### config.mk
export PLATFORM = sky130hd
export DESIGN_NAME = bbr_cell
export DESIGN_NICKNAME = d
export VERILOG_FILES = /design/src/hw/rtl/bbr_pkg.sv /design/src/hw/rtl/bbr_cell.sv
export SDC_FILE = /design/constraint.sdc
export NUM_CORES = 1
export LEC_CHECK = 0
export BUFFER_PORTS_ARGS = -buffer_cell sky130_fd_sc_hd__clkbuf_2
export CORE_MARGIN = 3
export CORE_UTILIZATION = 47
export CTS_CLUSTER_DIAMETER = 60
export DETAILED_ROUTE_END_ITERATION = 12
export GPL_TIMING_DRIVEN = 1
export PLACE_DENSITY = 0.82
export SYNTH_ARGS = -nofsm -noshare
export SYNTH_HDL_FRONTEND = slang
export SYNTH_SLANG_ARGS = --single-unit
export TNS_END_PERCENT = 100
### constraint.sdc
create_clock -name clk_i -period 5.5 [get_ports clk_i]
set_clock_uncertainty 0.1 [all_clocks]
set_input_delay 1.65 -clock clk_i [delete_from_list [all_inputs] [get_ports clk_i]]
set_output_delay 1.65 -clock clk_i [all_outputs]
set_load 0.01 [all_outputs]
### src/hw/rtl/bbr_pkg.sv
// ----------------------------------------------------------------------------
// bbr_pkg
// Shared types, constants and the reciprocal table of the box blur row filter.
// ----------------------------------------------------------------------------
package bbr_pkg;

  // Pixel layout: three 8-bit channels, red in the top byte
  localparam int CH_W   = 8;
  localparam int NUM_CH = 3;
  localparam int CH_R   = 2;
  localparam int CH_G   = 1;
  localparam int CH_B   = 0;

  // Radius register, row position counter
  localparam int RADIUS_W       = 6;
  localparam int POS_W          = 6;
  localparam int POS_MAX        = 63;
  localparam int MAX_RADIUS_DEF = 32;

  // Reciprocal scaling: q = (sum * recip) >> RECIP_SHIFT, exact for sums below 2^15
  localparam int RECIP_W     = 23;
  localparam int RECIP_SHIFT = 22;

  typedef logic [NUM_CH-1:0][CH_W-1:0] pix_t;

  // Control broadcast to every cell of the chain
  typedef struct packed {
    logic fill;   // load src into both registers of every cell
    logic shift;  // advance history and window lines by one
    pix_t src;    // pixel entering the chain
  } cell_ctrl_t;

  // ceil(2^22 / (2r+1)) for r = 0..32
  function automatic logic [RECIP_W-1:0] recip(input logic [RADIUS_W-1:0] r);
    logic [RECIP_W-1:0] m;
    case (r)
      6'd0:    m = 23'd4194304;
      6'd1:    m = 23'd1398102;
      6'd2:    m = 23'd838861;
      6'd3:    m = 23'd599187;
      6'd4:    m = 23'd466034;
      6'd5:    m = 23'd381301;
      6'd6:    m = 23'd322639;
      6'd7:    m = 23'd279621;
      6'd8:    m = 23'd246724;
      6'd9:    m = 23'd220753;
      6'd10:   m = 23'd199729;
      6'd11:   m = 23'd182362;
      6'd12:   m = 23'd167773;
      6'd13:   m = 23'd155345;
      6'd14:   m = 23'd144632;
      6'd15:   m = 23'd135301;
      6'd16:   m = 23'd127101;
      6'd17:   m = 23'd119838;
      6'd18:   m = 23'd113360;
      6'd19:   m = 23'd107547;
      6'd20:   m = 23'd102301;
      6'd21:   m = 23'd97542;
      6'd22:   m = 23'd93207;
      6'd23:   m = 23'd89241;
      6'd24:   m = 23'd85599;
      6'd25:   m = 23'd82242;
      6'd26:   m = 23'd79138;
      6'd27:   m = 23'd76261;
      6'd28:   m = 23'd73585;
      6'd29:   m = 23'd71090;
      6'd30:   m = 23'd68760;
      6'd31:   m = 23'd66577;
      6'd32:   m = 23'd64528;
      default: m = '0;
    endcase
    return m;
  endfunction

endpackage

### src/hw/rtl/bbr_cell.sv
// ----------------------------------------------------------------------------
// bbr_cell
// One cell of the pixel chain: a history register and a window delay register.
// ----------------------------------------------------------------------------
module bbr_cell (
  input  logic               clk_i,
  input  bbr_pkg::cell_ctrl_t ctrl_i,
  input  logic               ins_i,        // this cell is the window entry point or above
  input  bbr_pkg::pix_t      hist_prev_i,  // newer neighbour in the history line
  input  bbr_pkg::pix_t      dly_next_i,   // younger neighbour in the window line
  output bbr_pkg::pix_t      hist_o,
  output bbr_pkg::pix_t      dly_o
);

  bbr_pkg::pix_t hist_q, hist_d;
  bbr_pkg::pix_t dly_q,  dly_d;

  // Fill on row start, otherwise shift; window line loads src at its entry point
  always_comb begin
    hist_d = hist_q;
    dly_d  = dly_q;
    if (ctrl_i.fill) begin
      hist_d = ctrl_i.src;
      dly_d  = ctrl_i.src;
    end else if (ctrl_i.shift) begin
      hist_d = hist_prev_i;
      dly_d  = ins_i ? ctrl_i.src : dly_next_i;
    end
  end

  always_ff @(posedge clk_i) begin
    hist_q <= hist_d;
    dly_q  <= dly_d;
  end

  assign hist_o = hist_q;
  assign dly_o  = dly_q;

endmodule

Word level (Yosys, flattened, before mapping). Index checks and enable logic that the tools add are counted. Widths: inputs -> output; s select.

Reduce and logical (&&, ||, !) cells: 1. Muxes and demuxes: 5.

Operator list (count): $mux 24 (5); $reduce_bool 2->1 (1).

Output and inout bits: 48. Input bits: 76. Logic and storage cells: 12. Flip-flop bits (word level): 48.

Longest topological paths before layout.
Depth in word-level cells: 3. Gate-level depth with buffers: 4. Depth with buffers taken out: 2.

Worst setup path after synthesis. No wires, ideal clock.

Kind: input-to-reg. Start: input ctrl_i[25] (netlist name). End: register dly_q, in the netlist dly_o[0] (enable). Arrival time: 2609 ps. Stages on the path: 3. Library setup time: 384 ps. Path buffers: 2. Setup slack: 2407 ps. Required time: 5016 ps. Path through: buf_6 buf_4 or2_2.

Cells in the longest elaborated chain, start to end: 1.

Ends and longest elaborated chain: start, declared (line bbr_cell.sv:7) `input bbr_pkg::cell_ctrl_t ctrl_i,`; $reduce_bool 2->1 (no line); end signal, assigned (line bbr_cell.sv:33) `dly_q <= dly_d;`; end, declared (line bbr_cell.sv:16) `bbr_pkg::pix_t dly_q, dly_d;`.

Every way passes these cells. A chain may end at the register's enable or synchronous reset.

Final worst setup path.
Start: input ctrl_i[25] (netlist name). End: register dly_q, in the netlist dly_o[18] (enable).

Same word-level chain as after synthesis.

==> run_results.csv <==
group,metric,value,unit
finish,area_growth,32.19,%
placement,place_area,2761,um^2
worst_setup_path,end_kind,"flop",
placement,dp_hpwl,3375,um
pwr,ir_worst_vdd,0.1677,mV
cts,cts.path.max_buffers,2,
yosys,synth_xor_area_share,0,%
yosys,ys_types,8,
cts,htree_levels,2,
placement,dpl.cell_count,271,
worst_setup_path,startpoint_type,"input port",
floorplanning,rows,23,
floorplanning,dieArea,5421,um^2
finish,multiInputGateArea,641.9,um^2
routing,wl,4558,um
global_routing,grt_pass1_vias,1457,
worst_setup_path,crit_path_top_delay_cell,"or2_2",
pwr,cellPowerDensity,281.2,nW/um^2
floorplanning,ios,124,
routing,drtIter0Drc,59,
sta,holdWs,1.554,ns
worst_hold_path,hp-start,"dly_next_i[0]",
sta,maxSlewHeadroom,27.88,%
sta,period_needed,3.388,ns
yosys,synth_simple_gate_area_share,1.222,%
yosys,syn_avg_cell_area,20.87,um^2
placement,port_buffers,123,
yosys,ys_seq_area_share,67.05,%
sta,period_share,61.61,%
routing,met3_length,352,um
routing,wire_per_inst,16.34,um
yosys,syn_area,2150,um^2
routing,wl_met1,1624,um
finish,fill_cells,310,
routing,num_vias,1342,
yosys,synthMuxAreaShare,28.64,%
finish,final_cell_mix,"123 x clkbuf_2, 48 x edfxtp_1, 28 x mux2_2",
yosys,ys_warn_count,0,
worst_setup_path,cp_cell_sequence,"clkbuf_2, or2_2",
sta,setup_violations,0,
cts,cts_resized,0,
job,drv_cap,0,
yosys,ys_ff_latch,48,
floorplanning,die_h,73.63,um
routing,antenna_left,0,
yosys,synth_top_family_by_area,"multiplexers",
routing,wl_met2,2510,um
worst_setup_path,criticalPathCategory,"input port to flop",
worst_setup_path,cp.buffers_inverters,1,
global_routing,grt_max_degree,49,
floorplanning,start_util,51.16,%
worst_setup_path,crit_required,5.31,ns
worst_hold_path,hold_depth,2,
routing,vias_per_cell,4.810,
sta,finalHoldViolCount,0,
sta,fin_tns_setup,0,ns
finish,final_cells,279,
cts,cts_root_buffer,"clkbuf_8",
routing,highest_layer,"met4",
cts,clock-sinks,48,
yosys,synth_cells,103,
worst_hold_path,hold-path-endpoint,"dly_o[0]",
sta,fmax,295.1,MHz
worst_setup_path,crit_fanout,48,
cts,hold_buffers,0,
routing,drt_first_pass_iters,4,
placement,gp_congestion,0.7210,
worst_setup_path,critPathArrivalTime,3.20,ns
worst_setup_path,critPathTopFamily,"simple AND/OR/NAND/NOR gates",
floorplanning,coreArea,4202,um^2
routing,post-route-drc-count,0,
finish,regArea,1441,um^2
outcome,outcome,"finished, final reports clean",
pwr,p_leak,1.313,nW
finish,fin_nets,304,
finish,final_area,2841,um^2
yosys,synth-compound-area-share,0,%
cts,cts_buffers,5,
cts,postCtsSetupRepairBufs,0,
finish,final_util,67.63,%
worst_hold_path,hold_path.class,"input port to flop",
sta,drv_slew,0,
global_routing,grt_usage,16.71,%
global_routing,grt_overflow,0,
yosys,synth_fa_ha_area_share,0,%
finish,layout-drive-gt1-share,77.73,%
global_routing,grt_pass1_wl,6658,um
yosys,syn_nets,179,
cts,clk_pin_slew,0.08,ns
sta,rsz0062_at_grt,"false",
sta,tightest_slew,1.082,ns
finish,final_common_cell,"clkbuf_2",
global_routing,antenna_found_initial,0,
floorplanning,dieWidth,73.63,um
finish,antenna_cells,0,
cts,cts_tree,"done",
worst_setup_path,slowest_delay,0.96,ns
[Yosys cell counts]
library cell	number	share of area [%]
edfxtp_1	48	67
nor2_8	1	0.93
or2_2	1	0.29
mux2_4	20	14
mux2_2	28	15
buf_6	1	0.52
buf_4	2	0.70
buf_12	2	1.9
[registers in the layout, indices dropped and copies added, names as in the netlist]
| name | cells |
|---|---|
| hist_o | 24 |
| dly_o | 24 |
[power breakdown]
group	leakage [nW]	internal, mW	switching (mW)	total, mW
clock	0.0399	0.0887	0.107	0.196
combinational	0.784	0.0760	0.0662	0.142
sequential	0.489	0.449	0.0119	0.461
[cells by family after synthesis]
family                 Yosys count
multiplexers                    48
buffers and inverters            5
AND/OR/NAND/NOR                  2
flip-flops                      48
[through the flow]
step,power (mW),setup slack [ns]
finish,0.7991,2.112
global route,0.8396,1.973
CTS,0.8091,2.059
detailed placement,0.6143,1.745
global placement,0.6102,1.776
floorplan,0.5432,2.407
[layout make-up]
type | count | share of cell area, %
Sequential cell | 48 | 50.73
Multi-Input combinational cell | 50 | 22.59
Clock inverter | 1 | 0.1321
Clock buffer | 7 | 2.686
Tap cell | 50 | 2.202
Timing Repair Buffer | 123 | 21.66
[worst max-delay path by stage]
stage | from | cells after the start | endpoint | slack [ns]
after CTS | ctrl_i[25] | 2 | hist_o[20] | 2.06
after global placement | ctrl_i[25] | 2 | hist_o[4] | 1.78
after floorplan | ctrl_i[25] | 3 | dly_o[0] | 2.41
final | ctrl_i[25] | 2 | dly_o[18] | 2.11
after detailed placement | ctrl_i[25] | 2 | dly_o[2] | 1.74
after global routing | ctrl_i[25] | 2 | hist_o[20] | 1.97
[per-layer routing]
layer,vias up,track usage [%]
met3,6,5.062
met5,-,0
met1,626,17.47
met2,59,30.81
met4,0,6.640
li1,651,-
No activity file was read; power rests on OpenSTA's default activity.
