## config.mk

```make
export PLATFORM = sky130hd
export DESIGN_NAME = bbr_scale
export DESIGN_NICKNAME = d
export VERILOG_FILES = /design/src/hw/rtl/bbr_pkg.sv /design/src/hw/rtl/bbr_scale.sv
export SDC_FILE = /design/constraint.sdc
export NUM_CORES = 1
export LEC_CHECK = 0
export BUFFER_PORTS_ARGS = -buffer_cell sky130_fd_sc_hd__buf_2
export CORE_MARGIN = 4
export CORE_UTILIZATION = 50
export CTS_CLUSTER_SIZE = 12
export DETAILED_ROUTE_END_ITERATION = 6
export PLACE_DENSITY = 0.67
export SETUP_SLACK_MARGIN = 0.5
export SYNTH_ARGS = -nofsm -noshare
export SYNTH_HDL_FRONTEND = slang
export SYNTH_SLANG_ARGS = --single-unit
export TNS_END_PERCENT = 30
```

## constraint.sdc

```tcl
create_clock -name clk_i -period 8.4 [get_ports clk_i]
set_input_delay 1.68 -clock clk_i [delete_from_list [all_inputs] [get_ports clk_i]]
set_output_delay 1.68 -clock clk_i [all_outputs]
set_load 0.01 [all_outputs]
```

## src/hw/rtl/bbr_pkg.sv

```systemverilog
// ----------------------------------------------------------------------------
// bbr_pkg
// Shared types, constants and the reciprocal table of the box blur row filter.
// ----------------------------------------------------------------------------
package bbr_pkg;

  // Pixel layout: three 8-bit channels, red in the top byte
  localparam int CH_W   = 8;
  localparam int NUM_CH = 3;
  localparam int CH_R   = 2;
  localparam int CH_G   = 1;
  localparam int CH_B   = 0;

  // Radius register, row position counter
  localparam int RADIUS_W       = 6;
  localparam int POS_W          = 6;
  localparam int POS_MAX        = 63;
  localparam int MAX_RADIUS_DEF = 32;

  // Reciprocal scaling: q = (sum * recip) >> RECIP_SHIFT, exact for sums below 2^15
  localparam int RECIP_W     = 23;
  localparam int RECIP_SHIFT = 22;

  typedef logic [NUM_CH-1:0][CH_W-1:0] pix_t;

  // Control broadcast to every cell of the chain
  typedef struct packed {
    logic fill;   // load src into both registers of every cell
    logic shift;  // advance history and window lines by one
    pix_t src;    // pixel entering the chain
  } cell_ctrl_t;

  // ceil(2^22 / (2r+1)) for r = 0..32
  function automatic logic [RECIP_W-1:0] recip(input logic [RADIUS_W-1:0] r);
    logic [RECIP_W-1:0] m;
    case (r)
      6'd0:    m = 23'd4194304;
      6'd1:    m = 23'd1398102;
      6'd2:    m = 23'd838861;
      6'd3:    m = 23'd599187;
      6'd4:    m = 23'd466034;
      6'd5:    m = 23'd381301;
      6'd6:    m = 23'd322639;
      6'd7:    m = 23'd279621;
      6'd8:    m = 23'd246724;
      6'd9:    m = 23'd220753;
      6'd10:   m = 23'd199729;
      6'd11:   m = 23'd182362;
      6'd12:   m = 23'd167773;
      6'd13:   m = 23'd155345;
      6'd14:   m = 23'd144632;
      6'd15:   m = 23'd135301;
      6'd16:   m = 23'd127101;
      6'd17:   m = 23'd119838;
      6'd18:   m = 23'd113360;
      6'd19:   m = 23'd107547;
      6'd20:   m = 23'd102301;
      6'd21:   m = 23'd97542;
      6'd22:   m = 23'd93207;
      6'd23:   m = 23'd89241;
      6'd24:   m = 23'd85599;
      6'd25:   m = 23'd82242;
      6'd26:   m = 23'd79138;
      6'd27:   m = 23'd76261;
      6'd28:   m = 23'd73585;
      6'd29:   m = 23'd71090;
      6'd30:   m = 23'd68760;
      6'd31:   m = 23'd66577;
      6'd32:   m = 23'd64528;
      default: m = '0;
    endcase
    return m;
  endfunction

endpackage

```

## src/hw/rtl/bbr_scale.sv

```systemverilog
// ----------------------------------------------------------------------------
// bbr_scale
// Divides one channel's window sum by the window width through a reciprocal
// multiply, and holds the quotient as the output register of that channel.
// ----------------------------------------------------------------------------
module bbr_scale #(
  parameter int SUM_W = 15
) (
  input  logic                           clk_i,
  input  logic                           load_i,
  input  logic [SUM_W-1:0]               sum_i,
  input  logic [bbr_pkg::RECIP_W-1:0]    recip_i,
  output logic [bbr_pkg::CH_W-1:0]       quot_o
);

  localparam int PROD_W = SUM_W + bbr_pkg::RECIP_W;

  logic [PROD_W-1:0]         prod;
  logic [bbr_pkg::CH_W-1:0]  quot_q, quot_d;

  // Quotient fits in one byte, upper product bits are zero
  assign prod   = sum_i * recip_i;
  assign quot_d = prod[bbr_pkg::RECIP_SHIFT +: bbr_pkg::CH_W];

  always_ff @(posedge clk_i) begin
    if (load_i) begin
      quot_q <= quot_d;
    end
  end

  assign quot_o = quot_q;

endmodule

```

Word level (Yosys, flattened, before mapping)
Cells that the tools add are included.

word-level totals
  register bits = 8
  bits in latches = 0
  RAM bits = 0
  bits in read-only memories = 0
  output and inout port bits = 8
  word-level logic and storage cells = 2
  memories kept = 0

cells by class
  $add $sub $neg = 0
  $mul = 1
  div/mod/pow operators = 0
  $lt $le $gt $ge = 0
  eq/ne operators = 0
  shift operators = 0
  muxes and demuxes = 0
  bitwise logic cells = 0
  reductions and logical operators = 0

operators by type and width
  kind                          count
  multiplier 15 x 23 -> 30 bit  1

Logic depth before layout (Yosys ltp)
  depth in word-level cells = 1
  mapped depth = 23
  mapped depth without buffers = 22

Worst setup path after synthesis
OpenSTA, ideal clock, no wires.

  kind = input -> register
  from = input port sum_i[10]
  to = register quot_q (netlist bit quot_o[2]) (data pin)
  setup time = 0.263 ns
  arrival = 6.860 ns
  slack = 1.277 ns
  cell stages on the path = 19
  cells stage by stage = clkbuf_1 > clkbuf_1 > nand2_1 > fa_1 > inv_1 > fa_1 > fa_1 > fa_1 > fa_1 > inv_1 > fa_1 > inv_1 > ha_1 > a21oi_1 > a21oi_1 > o311ai_2 > or3b_2 > a211oi_1 > nor2_1

on the way
  longest elaborated chain between the ends = 1

RTL lines
  what                          RTL line         source
  start: declaration            bbr_scale.sv:11  input logic [SUM_W-1:0] sum_i,
  multiplier 15 x 23 -> 30 bit  bbr_scale.sv:22  assign prod = sum_i * recip_i;
  net prod[24]                  bbr_scale.sv:18  logic [PROD_W-1:0] prod;
  end signal: assignment        bbr_scale.sv:27  quot_q <= quot_d;
  end: declaration              bbr_scale.sv:19  logic [bbr_pkg::CH_W-1:0] quot_q, quot_d;

The timed path passes the listed nets, and every way through them passes these cells.
A chain may end at the register's enable or synchronous reset.

Worst setup path after layout
  from = input port sum_i[7]
  to = register quot_q (netlist bit quot_o[7]) (data pin)

The elaborated chain is that of the path after synthesis.

==> impl_metrics.yaml <==
floorplanning:
  start_util_pct: 51.41
  coreArea_um2: 18210
  num_rows: 49
  die_h_um: 144.8
  top_level_ports: 48
  dieArea_um2: 20980
  die_x_um: 144.8
logic_synthesis:
  synthesis.area_um2: 9361
  synth_area_leader_cell: "fa_1"
  synth.area.top_cells: "fa_1 (52%), and2_1 (12%), inv_1 (11%)"
  syn_avg_cell_area_um2: 9.071
  synth_top_cell_area_share_pct: 52.18
  ys_types: 38
  synthCells: 1032
  ys_ff_latch: 8
  synth_fp_nets: 1380
  seq_area_frac_synth_pct: 2.566
  ys_warn_count: 0
route:
  routed_wl_um: 21100
  viasPerCell: 5.226
  drcViolationCount: 0
  first_pass_iters: 5
  vias: 6600
  final_antenna_net_count: 0
  drt_iter0_drc: 221
  avgRoutedWirePerCell_um: 16.71
grt:
  grt.total_usage_pct: 22.29
  grt_max_degree: 24
  grt_pass1_vias: 7487
  grt_pass1_wl_um: 37070
  antenna_found_initial: 1
  overflow: 0
clocking:
  clk_pin_slew_ps: 40
  cts_tree: "built"
  cts_made_buffers: 3
  htreeDepth: 1
  hold_buffers: 0
  cts_root_buf: "clkbuf_16"
  clock_sinks: 8
  clk_path_buf_depth: 2
  cts.repair.resized: 0
  postCtsSetupRepairBufs: 0
worst_setup_path:
  cp_data_required_time_ps: 8360
  critPathArrivalTime_ps: 7320
  endpoint_kind: "register"
  cp_max_fo: 23
  crit_type: "input port to register"
  start_kind: "input port"
timing:
  setup_viol: 0
  rsz0062_at_grt: "no"
  worst_pin_slew_ps: 557.9
  fin_tns_setup_ps: 0
  slew_violations: 0
  max_freq_mhz: 135.8
  layout_worst_path_cycle_share_pct: 87.65
  period_minus_slack_ps: 7362
  hold_viol: 0
  slew_headroom_pct: 62.80
placed_design:
  hpwlAfterDp_um: 17250
  place_congestion: 0.8222
  numPortBuffers: 47
power:
  vdd.ir_drop.worst_uv: 655.9
  totalPowerFinal_uw: 4151
  power.leakage_uw: 0.004957
  power_density_nw_per_um2: 424.5
cells_and_area:
  final_cell_mix: "inv_1 (264), fa_1 (244), and2_1 (177)"
  area_growth_pct: 4.451
  largest_register_ff_count: 8
  post_route_cells_drive_above_1_share_pct: 5.899
  multiInputGateArea_um2: 7950
  fillerInstances: 1677
  antenna_cells: 0
  regArea_um2: 240.2
  nets: 1384
  layout_commonest_cell: "inv_1"
worst_hold_path:
  hp-class: "input port to register"
job:
  maxCapViolations: 0
status:
  status: "complete, no violations"
## report_power, final
| part | total [µW] | internal (µW) | leakage, µW | switching (µW) |
|---|---|---|---|---|
| sequential | 186 | 182 | 0.0000784 | 4.70 |
| combinational | 3890 | 1690 | 0.00484 | 2190 |
| clock | 78.4 | 61.2 | 0.0000370 | 17.2 |
## final cells by class
cell class / instances / share of cell area [%]
repair buffers: 47 / 2.406
flip-flops and latches: 8 / 2.457
inverters: 264 / 10.13
clock buffers: 3 / 0.7678
multi-input cells: 712 / 81.31
well taps: 229 / 2.930
## critical path, stage by stage
cell	delay (ps)
buf_2	440
nand2_1	150
fa_1	510
fa_1	510
inv_1	50
fa_1	550
fa_1	420
fa_1	510
inv_1	60
fa_1	470
inv_1	40
ha_1	320
a21oi_1	220
a21oi_1	120
o311ai_2	360
a41oi_2	240
nor4_2	280
o21bai_2	150
a21oi_2	160
xnor2_1	70
## kinds of logic (layout without fill, tap and decap cells)
family	Yosys count	count (layout)	share of synthesized area (%)
AO/OA/AOI/OAI	38	38	3.007
flip-flops	8	8	2.566
XOR/XNOR	22	22	2.058
AND/OR/NAND/NOR	344	344	19.13
buffers and inverters	312	314	12.51
adder cells (fa/ha/maj)	308	308	60.73
## metrics by stage
step	area [µm²]	hold WS, ps	util (%)	setup slack, ps	std cells
after floorplan	9361	1793	-	1277	1032
after detailed placement	9703	2048	53.29	808.1	1260
after CTS	9778	1807	53.70	1035	1263
after global placement	9703	2048	53.29	934.5	1260
after global routing	9778	1813	53.70	744.1	1263
final	9778	1806	53.70	1038	1263
## synthesized netlist by cell type
library cell  count
o41ai_2           1
a21oi_2           1
and2_1          177
xnor2_1          18
or3_1             1
nand4_1           2
o21ai_0           8
o21bai_1          2
and4_2            1
fa_1            244
nand3_1           4
nand4_2           1
a211oi_1          1
edfxtp_1          8
nor2b_1           1
inv_1           264
nor3_1            3
or3b_2            1
o211a_1           1
o211ai_1          2
o21bai_2          1
a21o_1            1
nor4_2            1
nor3_2            1
a2111oi_2         1
nor4_1            1
a221oi_1          1
ha_1             64
o21a_1            4
clkbuf_1         48
a41oi_2           1
a2bb2oi_1         1
a21oi_1          10
nor2_1            8
o21ai_1           1
nand2_1         142
xor2_1            4
o311ai_2          1
## final timing paths
path | slack [ps] | cells after the start | startpoint | endpoint
setup / recovery | 1040 | 20 | sum_i[7] | quot_o[7]
hold / removal | 1810 | 1 | load_i | quot_o[3]
## routing by layer
layer,part of all wire (%),wire length (µm),global-route usage [%],up-vias
met3,3.2,685,1.939,32
li1,-,-,-,2943
met2,52,11060,39.95,153
met1,42,8926,29.79,3472
met5,0,0,0,-
met4,2.0,431,4.516,0
Power figures use the tool's default switching activity.
